==> config.mk <==
export PLATFORM = sky130hd
export DESIGN_NAME = jacobi_symbol_flat
export DESIGN_NICKNAME = d
export VERILOG_FILES = /design/src/jac_pkg.sv /design/src/jac_req_if.sv /design/src/jac_rsp_if.sv /design/src/jac_cfg_if.sv /design/src/jacobi_symbol.sv /design/src/flat_wrapper.sv
export VERILOG_INCLUDE_DIRS = /design/src /design/src/src
export SDC_FILE = /design/constraint.sdc
export NUM_CORES = 1
export LEC_CHECK = 0
export BUFFER_PORTS_ARGS = -buffer_cell sky130_fd_sc_hd__buf_4
export CAP_MARGIN = 20
export CORE_MARGIN = 8
export CORE_UTILIZATION = 48
export DETAILED_ROUTE_END_ITERATION = 8
export GPL_TIMING_DRIVEN = 0
export MAX_ROUTING_LAYER = met4
export PLACE_DENSITY = 0.65
export SKIP_CTS_REPAIR_TIMING = 1
export SLEW_MARGIN = 20
export SYNTH_ARGS = -nofsm -noshare
export SYNTH_HDL_FRONTEND = slang
export SYNTH_SLANG_ARGS = --single-unit
export TNS_END_PERCENT = 1
==> constraint.sdc <==
create_clock -name clk -period 4.6 [get_ports clk]
set_input_delay 0.69 -clock clk [delete_from_list [all_inputs] [get_ports clk]]
set_output_delay 0.69 -clock clk [all_outputs]
set_load 0.01 [all_outputs]
==> src/assert_macros.svh <==
// Assertion helpers shared by the RTL. With SYNTH defined they expand to nothing.
`ifndef ASSERT_MACROS_SVH
`define ASSERT_MACROS_SVH

`ifndef SYNTH

// Checks a property on every rising clock edge outside of reset.
`define ASSERT_PROP(lbl, clk, rstn, prop, msg) \
    lbl: assert property (@(posedge clk) disable iff (!rstn) (prop)) else $error(msg);

// Checks a condition that must hold on every rising clock edge outside of reset.
`define ASSERT_ALWAYS(lbl, clk, rstn, cond, msg) \
    `ASSERT_PROP(lbl, clk, rstn, cond, msg)

`else

`define ASSERT_PROP(lbl, clk, rstn, prop, msg)
`define ASSERT_ALWAYS(lbl, clk, rstn, cond, msg)

`endif

`endif

==> src/jac_pkg.sv <==
`default_nettype none

package jac_pkg;

    // Fixed field widths of the channels.
    localparam int unsigned VALUE_W  = 32;
    localparam int unsigned MOD_W    = 32;
    localparam int unsigned SYMBOL_W = 2;

    // Default internal operand width.
    localparam int unsigned WIDTH_DEFAULT = 32;

    // Reset value of the modulus register.
    localparam int unsigned MODULUS_RESET = 3;

    // Symbol codes.
    localparam logic signed [SYMBOL_W-1:0] SYM_ZERO = 2'sb00;
    localparam logic signed [SYMBOL_W-1:0] SYM_POS  = 2'sb01;
    localparam logic signed [SYMBOL_W-1:0] SYM_NEG  = 2'sb11;

    // Step counter of the sequencer.
    localparam int unsigned STEP_W = 4;
    typedef logic [STEP_W-1:0] step_t;

    localparam step_t STEP_IDLE     = 4'd0;
    localparam step_t STEP_CHECK    = 4'd1;
    localparam step_t STEP_MOD_INIT = 4'd2;
    localparam step_t STEP_MOD_STEP = 4'd3;
    localparam step_t STEP_MOD_DONE = 4'd4;
    localparam step_t STEP_TEST     = 4'd5;
    localparam step_t STEP_HALVE    = 4'd6;
    localparam step_t STEP_SWAP     = 4'd7;
    localparam step_t STEP_EMIT     = 4'd8;
    localparam step_t STEP_WRAP     = 4'd9;

    // Datapath operations of one control word.
    typedef enum logic [2:0] {
        OP_NOP,
        OP_LOAD,
        OP_MOD_INIT,
        OP_MOD_STEP,
        OP_MOD_DONE,
        OP_HALVE,
        OP_SWAP,
        OP_EMIT
    } op_t;

    // Jump conditions: when true the sequencer goes to the target, else to the next step.
    typedef enum logic [2:0] {
        C_NEXT,
        C_ALWAYS,
        C_NO_REQ,
        C_N_EVEN,
        C_CNT_NZ,
        C_A_ZERO,
        C_A_EVEN,
        C_OUT_BUSY
    } cond_t;

    typedef struct packed {
        op_t   op;
        cond_t cond;
        step_t target;
    } ctrl_t;

    // Microprogram: one control word per step.
    function automatic ctrl_t ucode(input step_t step);
        ctrl_t c;
        begin
            c = '{op: OP_NOP, cond: C_ALWAYS, target: STEP_IDLE};
            unique case (step)
                STEP_IDLE:     c = '{op: OP_LOAD,     cond: C_NO_REQ,   target: STEP_IDLE};
                STEP_CHECK:    c = '{op: OP_NOP,      cond: C_N_EVEN,   target: STEP_EMIT};
                STEP_MOD_INIT: c = '{op: OP_MOD_INIT, cond: C_NEXT,     target: STEP_IDLE};
                STEP_MOD_STEP: c = '{op: OP_MOD_STEP, cond: C_CNT_NZ,   target: STEP_MOD_STEP};
                STEP_MOD_DONE: c = '{op: OP_MOD_DONE, cond: C_NEXT,     target: STEP_IDLE};
                STEP_TEST:     c = '{op: OP_NOP,      cond: C_A_ZERO,   target: STEP_EMIT};
                STEP_HALVE:    c = '{op: OP_HALVE,    cond: C_A_EVEN,   target: STEP_HALVE};
                STEP_SWAP:     c = '{op: OP_SWAP,     cond: C_ALWAYS,   target: STEP_MOD_INIT};
                STEP_EMIT:     c = '{op: OP_EMIT,     cond: C_OUT_BUSY, target: STEP_EMIT};
                STEP_WRAP:     c = '{op: OP_NOP,      cond: C_ALWAYS,   target: STEP_IDLE};
                default:       c = '{op: OP_NOP,      cond: C_ALWAYS,   target: STEP_IDLE};
            endcase
            return c;
        end
    endfunction

endpackage

`default_nettype wire

==> src/jac_req_if.sv <==
`default_nettype none

interface jac_req_if;
    import jac_pkg::*;

    logic               valid;
    logic               ready;
    logic [VALUE_W-1:0] value;

    modport source (output valid, output value, input ready);
    modport sink (input valid, input value, output ready);
endinterface

`default_nettype wire

==> src/jac_rsp_if.sv <==
`default_nettype none

interface jac_rsp_if;
    import jac_pkg::*;

    logic                       valid;
    logic                       ready;
    logic signed [SYMBOL_W-1:0] symbol;
    logic                       bad_modulus;

    modport source (output valid, output symbol, output bad_modulus, input ready);
    modport sink (input valid, input symbol, input bad_modulus, output ready);
endinterface

`default_nettype wire

==> src/jac_cfg_if.sv <==
`default_nettype none

interface jac_cfg_if;
    import jac_pkg::*;

    logic             valid;
    logic             ready;
    logic [MOD_W-1:0] data;

    modport source (output valid, output data, input ready);
    modport sink (input valid, input data, output ready);
endinterface

`default_nettype wire

==> src/jacobi_symbol.sv <==
// An even modulus goes from the check step straight to the result. Otherwise the value is
// reduced modulo the modulus (one restoring remainder bit per cycle), factors of two are
// removed and reciprocity rounds repeat, at most about two rounds per modulus bit.
// One request at a time: the next is taken only back in the idle step, after the result is
// registered, and a new result waits until the last one has been read.
// Reset: asynchronous, active low; the modulus returns to 3 and no result is pending.
`default_nettype none

`include "assert_macros.svh"

module jacobi_symbol #(
    parameter int unsigned WIDTH = jac_pkg::WIDTH_DEFAULT
) (
    input  wire        clk,
    input  wire        rst_n,
    jac_cfg_if.sink    cfg,
    jac_req_if.sink    req,
    jac_rsp_if.source  rsp
);
    import jac_pkg::*;

    localparam int unsigned CNT_W = $clog2(WIDTH);

    // Sequencer and output control.
    step_t             pc_reg;
    step_t             pc_next;
    ctrl_t             ctrl;
    logic              take_jump;
    logic              req_fire;
    logic              out_busy;
    logic              rsp_valid_reg;
    logic              rsp_valid_next;

    // Configuration.
    logic [WIDTH-1:0]  mod_reg;

    // Datapath.
    logic [WIDTH-1:0]  a_reg;
    logic [WIDTH-1:0]  a_next;
    logic [WIDTH-1:0]  n_reg;
    logic [WIDTH-1:0]  n_next;
    logic [WIDTH-1:0]  rem_reg;
    logic [WIDTH-1:0]  rem_next;
    logic [CNT_W-1:0]  cnt_reg;
    logic [CNT_W-1:0]  cnt_next;
    logic              neg_reg;
    logic              neg_next;
    logic              bad_reg;
    logic              bad_next;
    logic signed [SYMBOL_W-1:0] sym_reg;
    logic signed [SYMBOL_W-1:0] sym_next;

    // Remainder unit signals.
    logic [WIDTH:0]    shifted;
    logic [WIDTH:0]    diff;
    logic              ge;

    assign ctrl     = ucode(pc_reg);
    assign req_fire = req.valid && req.ready;
    assign out_busy = rsp_valid_reg && !rsp.ready;

    assign cfg.ready       = 1'b1;
    assign req.ready       = (pc_reg == STEP_IDLE);
    assign rsp.valid       = rsp_valid_reg;
    assign rsp.symbol      = sym_reg;
    assign rsp.bad_modulus = bad_reg;

    // Jump condition and next step.
    always_comb
    begin
        take_jump = 1'b0;
        unique case (ctrl.cond)
            C_NEXT:     take_jump = 1'b0;
            C_ALWAYS:   take_jump = 1'b1;
            C_NO_REQ:   take_jump = !req_fire;
            C_N_EVEN:   take_jump = !n_reg[0];
            C_CNT_NZ:   take_jump = (cnt_reg != '0);
            C_A_ZERO:   take_jump = (a_reg == '0);
            C_A_EVEN:   take_jump = !a_reg[0];
            C_OUT_BUSY: take_jump = out_busy;
        endcase
        pc_next = take_jump ? ctrl.target : pc_reg + step_t'(1);
    end

    // One restoring remainder step: shift in the next dividend bit, subtract if it fits.
    always_comb
    begin
        shifted = {rem_reg, a_reg[WIDTH-1]};
        diff    = shifted - {1'b0, n_reg};
        ge      = (shifted >= {1'b0, n_reg});
    end

    // Datapath operations selected by the control word.
    always_comb
    begin
        a_next   = a_reg;
        n_next   = n_reg;
        rem_next = rem_reg;
        cnt_next = cnt_reg;
        neg_next = neg_reg;
        bad_next = bad_reg;
        sym_next = sym_reg;
        rsp_valid_next = rsp_valid_reg && !rsp.ready;
        unique case (ctrl.op)
            OP_NOP:
            begin
            end
            OP_LOAD:
            begin
                if (req_fire)
                begin
                    a_next   = WIDTH'(req.value);
                    n_next   = mod_reg;
                    neg_next = 1'b0;
                end
            end
            OP_MOD_INIT:
            begin
                rem_next = '0;
                cnt_next = CNT_W'(WIDTH - 1);
            end
            OP_MOD_STEP:
            begin
                rem_next = ge ? diff[WIDTH-1:0] : shifted[WIDTH-1:0];
                a_next   = a_reg << 1;
                cnt_next = cnt_reg - CNT_W'(1);
            end
            OP_MOD_DONE:
            begin
                a_next = rem_reg;
            end
            OP_HALVE:
            begin
                // Each factor of two flips the sign when the modulus is 3 or 5 mod 8.
                if (!a_reg[0])
                begin
                    a_next = a_reg >> 1;
                    if (n_reg[2:0] == 3'd3 || n_reg[2:0] == 3'd5)
                    begin
                        neg_next = !neg_reg;
                    end
                end
            end
            OP_SWAP:
            begin
                // Reciprocity: flip when both operands are 3 mod 4.
                a_next = n_reg;
                n_next = a_reg;
                if (a_reg[1:0] == 2'd3 && n_reg[1:0] == 2'd3)
                begin
                    neg_next = !neg_reg;
                end
            end
            OP_EMIT:
            begin
                if (!out_busy)
                begin
                    rsp_valid_next = 1'b1;
                    bad_next       = !n_reg[0];
                    if (!n_reg[0] || n_reg != WIDTH'(1))
                    begin
                        sym_next = SYM_ZERO;
                    end
                    else
                    begin
                        sym_next = neg_reg ? SYM_NEG : SYM_POS;
                    end
                end
            end
        endcase
    end

    // Control registers.
    always_ff @(posedge clk or negedge rst_n)
    begin
        if (!rst_n)
        begin
            pc_reg        <= STEP_IDLE;
            rsp_valid_reg <= 1'b0;
        end
        else
        begin
            pc_reg        <= pc_next;
            rsp_valid_reg <= rsp_valid_next;
        end
    end

    // Modulus register.
    always_ff @(posedge clk or negedge rst_n)
    begin
        if (!rst_n)
        begin
            mod_reg <= WIDTH'(MODULUS_RESET);
        end
        else if (cfg.valid && cfg.ready)
        begin
            mod_reg <= WIDTH'(cfg.data);
        end
    end

    // Payload registers.
    always_ff @(posedge clk)
    begin
        a_reg   <= a_next;
        n_reg   <= n_next;
        rem_reg <= rem_next;
        cnt_reg <= cnt_next;
        neg_reg <= neg_next;
        bad_reg <= bad_next;
        sym_reg <= sym_next;
    end

    // A taken request always moves the sequencer on to the modulus check.
    `ASSERT_PROP(a_req_starts, clk, rst_n, req_fire |=> (pc_reg == STEP_CHECK),
        "accepted request did not start the program")
    // The remainder loop only ever runs against an odd, nonzero modulus.
    `ASSERT_ALWAYS(a_mod_odd, clk, rst_n,
        (pc_reg != STEP_MOD_STEP) || (n_reg[0] && n_reg != '0),
        "remainder step with an even divisor")
    // The partial remainder stays below the divisor.
    `ASSERT_ALWAYS(a_rem_bound, clk, rst_n, (pc_reg != STEP_MOD_STEP) || (rem_reg < n_reg),
        "partial remainder out of range")
    // A result waiting at the output holds the sequencer at the emit step.
    `ASSERT_PROP(a_emit_hold, clk, rst_n, (pc_reg == STEP_EMIT && out_busy) |=>
        (pc_reg == STEP_EMIT), "result emitted over a pending one")
    // The symbol code is legal and zero whenever the modulus is flagged.
    `ASSERT_ALWAYS(a_sym_legal, clk, rst_n,
        !rsp_valid_reg || (sym_reg != 2'sb10 && (!bad_reg || sym_reg == SYM_ZERO)),
        "illegal symbol code at the output")

endmodule

`default_nettype wire

==> src/flat_wrapper.sv <==
// flat-port wrapper written by rule: the top's interface ports become plain ports
module jacobi_symbol_flat import jac_pkg::*;
#(
    parameter int unsigned WIDTH = jac_pkg::WIDTH_DEFAULT
)
  (clk, rst_n, cfg_valid, cfg_data, cfg_ready, req_valid, req_value, req_ready, rsp_valid, rsp_symbol, rsp_bad_modulus, rsp_ready);
  jac_cfg_if cfg_i ();
  jac_req_if req_i ();
  jac_rsp_if rsp_i ();
  input  wire clk;
  input  wire rst_n;
  input wire logic [$bits(cfg_i.valid)-1:0] cfg_valid;
  input wire logic [$bits(cfg_i.data)-1:0] cfg_data;
  output wire logic [$bits(cfg_i.ready)-1:0] cfg_ready;
  input wire logic [$bits(req_i.valid)-1:0] req_valid;
  input wire logic [$bits(req_i.value)-1:0] req_value;
  output wire logic [$bits(req_i.ready)-1:0] req_ready;
  output wire logic [$bits(rsp_i.valid)-1:0] rsp_valid;
  output wire logic [$bits(rsp_i.symbol)-1:0] rsp_symbol;
  output wire logic [$bits(rsp_i.bad_modulus)-1:0] rsp_bad_modulus;
  input wire logic [$bits(rsp_i.ready)-1:0] rsp_ready;
  assign cfg_i.valid = cfg_valid;
  assign cfg_i.data = cfg_data;
  assign cfg_ready = cfg_i.ready;
  assign req_i.valid = req_valid;
  assign req_i.value = req_value;
  assign req_ready = req_i.ready;
  assign rsp_valid = rsp_i.valid;
  assign rsp_symbol = rsp_i.symbol;
  assign rsp_bad_modulus = rsp_i.bad_modulus;
  assign rsp_i.ready = rsp_ready;
  jacobi_symbol #(.WIDTH(WIDTH)) u_core (.clk(clk), .rst_n(rst_n), .cfg(cfg_i), .req(req_i), .rsp(rsp_i));
endmodule
== Word-level counts from Yosys, hierarchy flattened ==
Memories as Yosys holds them, arrays and structs flattened.
Cells that the tools add are included.

* Add/subtract/negate cells: 3
* Order comparisons: 1
* Equality and inequality tests: 23
* Multiplexer cells: 17
* Bitwise operators: 1
* Reductions and logical operators: 23

{| class="wikitable"
|+ Operators by type and width
! kind !! number
|-
| $pmux 32 s5 || 1
|-
| $mux 32 || 4
|-
| $pmux 32 s2 || 2
|-
| $ge 33x32->1 || 1
|-
| $logic_not 32->1 || 1
|-
| $ne 32x1->1 const B || 1
|-
| $sub 32x32->32 || 1
|-
| $eq 3x3->1 const B || 9
|-
| $eq 3x2->1 const B || 5
|-
| $pmux 5 s2 || 1
|-
| $reduce_bool 5->1 || 2
|-
| $pmux 1 s8 || 1
|-
| $eq 3x1->1 const B || 2
|-
| $ne 2x1->1 const B || 3
|-
| $reduce_and 2->1 || 3
|-
| $logic_not 1->1 || 5
|-
| $mux 1 || 5
|-
| $reduce_and 5->1 || 1
|-
| $sub 5x1->5 const B || 1
|-
| $add 4x1->4 const B || 1
|-
| $eq 2x2->1 const B || 2
|-
| $logic_not 4->1 || 1
|-
| $mux 4 || 1
|-
| $reduce_bool 2->1 || 2
|-
| other kinds (9) || 12
|}

* Register bits after elaboration: 142
* ROM bits: 160
* Output and inout bits: 6
* Logic and storage cells: 80
* Memories: 1

{| class="wikitable"
|+ Memories
! memory !! depth !! bits a word !! read ports !! clocked after memory_dff !! wr ports !! RTL line !! RTL
|-
| (no name shown) || 16 || 10 || 1 || 0 || 0 || jac_pkg.sv:71 || <nowiki>unique case (step)</nowiki>
|}

== Logic depth before layout (Yosys ltp) ==
* Word-level depth: 5
* Depth in mapped cells: 12
* Gate-level depth less buffers: 12

== Least setup slack after synthesis ==
OpenSTA, ideal clock, no wires.

* Kind: reg-to-reg
* Start point: register u_core.pc_reg[1]
* End point: register u_core.a_reg[10], enable pin
* Arrival time: 3248 ps
* Data required time: 4167 ps
* Setup slack: 919 ps
* Stages on the path, launching flop included: 8
* Cells stage by stage: dfrtp_1 > inv_1 > ha_1 > nor2_1 > a211oi_1 > nor2_1 > xnor2_1 > a22oi_1

* Word-level cells in the longest chain between the ends: 4
* Elaborated cells between the ends (all ways): 12
* Classes of those cells: 7 x eq/ne; 4 x reduce/logical; 1 x memory

{| class="wikitable"
|+ RTL lines
! element !! RTL line !! RTL
|-
| start, declared || jacobi_symbol.sv:25 || <nowiki>step_t pc_reg;</nowiki>
|-
| start signal, assigned || jacobi_symbol.sv:183 || <nowiki>pc_reg <= pc_next;</nowiki>
|-
| $mem_v2 16x10 or $logic_not 4->1 (tied branches) || - ||
|-
| $eq 3x3->1, or another cell as far along || jacobi_symbol.sv:104 || <nowiki>unique case (ctrl.op)</nowiki>
|-
| $reduce_bool 5->1 (no source line), or another cell as far along || - ||
|-
| $reduce_and 3->1 (no source line) (*) || - ||
|-
| end signal, assigned || jacobi_symbol.sv:204 || <nowiki>a_reg <= a_next;</nowiki>
|-
| end, declared || jacobi_symbol.sv:38 || <nowiki>logic [WIDTH-1:0] a_reg;</nowiki>
|}

Every way passes the cells marked *; elsewhere a longest branch is shown, timed or not.
A chain may end at the register's enable or synchronous reset.

== Worst setup path in the final report ==
* Start point: register u_core.pc_reg[1]
* End point: register u_core.a_reg[25], enable pin

Same word-level chain as after synthesis.

==> results.md <==
- The class of the most critical setup path is register to register.
- Summing the areas of all xor and xnor instances in the mapped netlist gives 2.93% of the synthesized area.
- The final hold violation count is 0.
- Setup repair after global routing left no endpoint under its margin.
- The total clock sinks is 142.
- The clock passes through at most 2 buffers.
- Counting both buffers and inverters, the worst setup path holds a total of 3.
- The vertical die dimension is 152 µm.
- In this run the remaining antenna-violating nets after routing total 0.
- The number of distinct standard cells referenced by the synthesized netlist is 66.
- A synthesized cell averages 9.70 µm².
- The number of standard cells in the final layout excluding fillers is 1261.
- In the synthesized netlist the dominant register cell turns out to be sky130_fd_sc_hd__edfxtp_1.
- The critical path runs through a total of 9 cells.
- The dominant combinational cell family by area after synthesis is compound AO/OA/AOI/OAI gates.
- Subtracting the final worst setup slack from the clock period gives 3.80 ns.
- The reg-to-reg endpoint is u_core.a_reg[25]$_DFFE_PP_.
- The reported max-cap violation count is 0.
- After layout, the worst setup slack is 0.798 ns.
- The cell area after technology mapping is 8930 µm².
- The pin count of the biggest net entering global routing is 38.
- The post-layout net count is 1122.
- The finished cells cover 10400 µm².
- The wire length per cell after detailed routing is 20.8 µm.
- For this run, design rule violations remaining after detail routing come to 0.
- Setup violations remaining at the end of the flow were counted as 0.
- The share of the clock period used by the worst path is 82.7%.
- In this design, the stage delay of the slowest critical-path cell is 0.99 ns.
- The transition time at the pin with the least slew margin is 1.23 ns.
- The cell class contributing the biggest share of worst-path delay is XOR/XNOR gates.
- The portion of synthesized area spent on multiplexers is 6.98%.
- Walking the worst path, the cells encountered are inv_1 > ha_1 > nor2_1 > a211oi_1 > nor2_1 > xnor2_1 > a22oi_2 > buf_6 > buf_6.
- The area of the die is 23200 µm².
- Buffers placed on the I/O ports in this run total 72.
- The number of clock buffers inserted by TritonCTS is 17.
- 0 antenna diodes ended up in the layout.
- The first global-routing pass estimated 40600 µm of wire.
- Measured in cells, the most critical reg-to-reg path has a length of 9.
- The met2 track demand over resource is 33.5%.
- The met3 capacity usage during global routing is 3.35%.
- The signed area change from the synthesized netlist to the final layout is 16.9%.
- The multi-input combinational cells in the finished layout cover a total of 4450 µm².
- The sequential element share of the synthesized area is 45.7%.
- Counting flops with a built-in enable in the synthesized netlist gives 105.
- The run finished with clean final reports.
- The worst setup path endpoint is u_core.a_reg[25]$_DFFE_PP_.
- The floorplan has 50 rows.
- The worst setup path is captured at a register.
- In this run the worst path has a maximum fanout of 13.
- Measured along the x axis, the die boundary spans 152 µm.
- Summing the areas of all and, or, nand and nor instances in the mapped netlist gives 17.0% of the synthesized area.
- After synthesis, the share of flip-flops with an asynchronous set or reset is 26.1%.
- The kind of path behind the tightest hold check is primary input to async pin.
- After global routing, the most crowded layer is met2.
- The worst setup path startpoint is u_core.pc_reg[1]$_DFFE_PN0P_.
- The H-tree generated during clock tree synthesis spans 4 levels.
- The critical path startpoint category is a register.
- Global routing used 22.9% of the available tracks across all layers.
- Data on the critical path is required at its endpoint by 4.79 ns.
- The number of I/O pins is 75.
- In this run the power density over the cells is 893 nW/µm².
- The analysis attributes to cell leakage a power of 4.30 nW.
- After synthesis the netlist holds a flip-flop and latch count of 142.
- The fraction of layout instances using a drive strength above 1 is 16.9%.
- Dividing the detail-routed via count by the number of cells gives 6.06.
- The initial core utilization is 48.4%.
- The sequential cells in the finished layout cover a total of 4080 µm².
- The via count of the first global-routing pass is 7373.
- Detailed placement ended at an HPWL of 20400 µm.
- In the layout the commonest cells are sky130_fd_sc_hd__nand2_1, sky130_fd_sc_hd__edfxtp_1, sky130_fd_sc_hd__nor2_1, sky130_fd_sc_hd__buf_4, sky130_fd_sc_hd__inv_1.
- Leaving out fill and tap cells, the most frequent cell in the layout is sky130_fd_sc_hd__nand2_1.
- The number of nets handed over by synthesis was 1028.
- In this run the critical register-to-register path is launched from u_core.pc_reg[1]$_DFFE_PN0P_.
- The headroom to the max-slew limit is 17.6%.
- The achievable frequency is 0.263 GHz.
- The clock input transition at the sequential cells of the worst setup and hold paths is 0.06 ns.
- The post-place instance area is 9820 µm².
- The TritonCTS clock tree is done.
- The setup slack of the worst register-to-register path is 0.80 ns.
- The synthesized-area fraction occupied by adder cells is 5.55%.
- The max-slew violation count is 0.
- The remaining global-route overflow is 0.
- Wires add up to 26200 µm.
- The initial antenna violation count is 0.
- The post-route clock skew is 0.00775 ns.
- The post-synthesis cell count is 920.
- Before CTS, the worst setup slack after placement is 0.967 ns.
- The slowest stage of the critical path belongs to the cell sky130_fd_sc_hd__xnor2_1.
- The insertion delay of the later-clocked pin in the worst-skew pair is 0.42 ns.
- Routability-driven placement finished with a final weighted congestion of 0.939.
- The root buffer cell chosen for the clock tree is sky130_fd_sc_hd__clkbuf_16.
- The region available for standard cell placement spans 18500 µm².
- The detailed router finished its first iteration with 1076 violations.
- The via count is 7647.
- The met1 usage is 31.0%.
- At the worst endpoint, the arrival time is 3.99 ns.
- The worst-case IR drop observed on VDD is 0.357 mV.
- The count of warnings emitted by yosys is 0.
- The synthesized netlist devotes 17.2% of its cell area to compound gates.
- The number of fill cells is 1650.
- The first-pass iteration count of the detailed router is 9.
- After detailed placement, the design holds a cell count of 1229.
## power breakdown
group,leakage [nW],internal [W],switching [W]
Clock,0.304,0.000850,0.000566
Sequential,1.42,0.00225,0.000571
Combinational,2.58,0.00189,0.00320
## metrics by stage
step	TNS, ns	utilization (%)	hold WS [ns]	power [W]
CTS	0	56.6	0.223	0.00923
global route	0	56.6	0.241	0.00990
detailed placement	0	53.2	0.495	0.00776
finish	0	56.6	0.214	0.00932
global placement	-9.60	52.9	0.490	0.00762
floorplan	0	-	0.394	0.00624
## logic make-up (layout without fill, tap and decap cells)
logic type / count (synthesis) / in the layout
XOR/XNOR: 29 / 29
AO/OA/AOI/OAI: 215 / 215
buffers and inverters: 103 / 210
adder cells (fa/ha/maj): 39 / 39
flip-flops: 142 / 142
other: 1 / 1
AND/OR/NAND/NOR: 333 / 333
multiplexers: 58 / 58
## synthesized netlist by cell type (12+ instances only)
master,instances,area [µm²]
sky130_fd_sc_hd__nand2_1,153,574
sky130_fd_sc_hd__edfxtp_1,105,3150
sky130_fd_sc_hd__nor2_1,77,289
sky130_fd_sc_hd__inv_1,52,195
sky130_fd_sc_hd__a21oi_1,49,245
sky130_fd_sc_hd__ha_1,38,475
sky130_fd_sc_hd__o21ai_0,38,190
sky130_fd_sc_hd__clkbuf_1,37,139
sky130_fd_sc_hd__dfrtp_1,35,876
sky130_fd_sc_hd__mux2_2,34,383
sky130_fd_sc_hd__a222oi_1,31,310
sky130_fd_sc_hd__mux2i_1,24,240
sky130_fd_sc_hd__nor4_1,20,125
sky130_fd_sc_hd__a31oi_1,19,119
sky130_fd_sc_hd__xnor2_1,18,158
sky130_fd_sc_hd__a21o_1,16,120
sky130_fd_sc_hd__nor3_1,13,65.1
sky130_fd_sc_hd__nand4_1,12,75.1
## per-layer routing
| metal | routed length (µm) | vias to the layer above |
|---|---|---|
| li1 | - | 3599 |
| met1 | 11500 | 3565 |
| met2 | 11400 | 428 |
| met3 | 2390 | 55 |
| met4 | 989 | 0 |
| met5 | 0 | - |
## how the worst min path moves through the flow
stage	startpoint	to	slack (ns)	cells after the start
3_3_place_gp	u_core.mod_reg[2]$_DFFE_PN0P_	u_core.mod_reg[2]$_DFFE_PN0P_	0.49	1
2_1_floorplan	rst_n	u_core.mod_reg[10]$_DFFE_PN0P_	0.39	0
5_1_grt	rst_n	u_core.mod_reg[28]$_DFFE_PN0P_	0.24	1
4_1_cts	rst_n	u_core.mod_reg[26]$_DFFE_PN0P_	0.22	1
6_report	rst_n	u_core.mod_reg[26]$_DFFE_PN0P_	0.21	1
3_5_place_dp	u_core.mod_reg[24]$_DFFE_PN0P_	u_core.mod_reg[24]$_DFFE_PN0P_	0.49	1
## final cells by class
class | instances | share of cell area, %
plain buffers | 51 | 2.12
clock buffers | 20 | 4.80
clock inverters | 12 | 1.13
inverters | 52 | 1.87
multi-input cells | 675 | 42.6
flip-flops and latches | 142 | 39.1
well taps | 234 | 2.81
repair buffers | 75 | 5.59
Note: power is estimated with default switching activity, not from simulation.
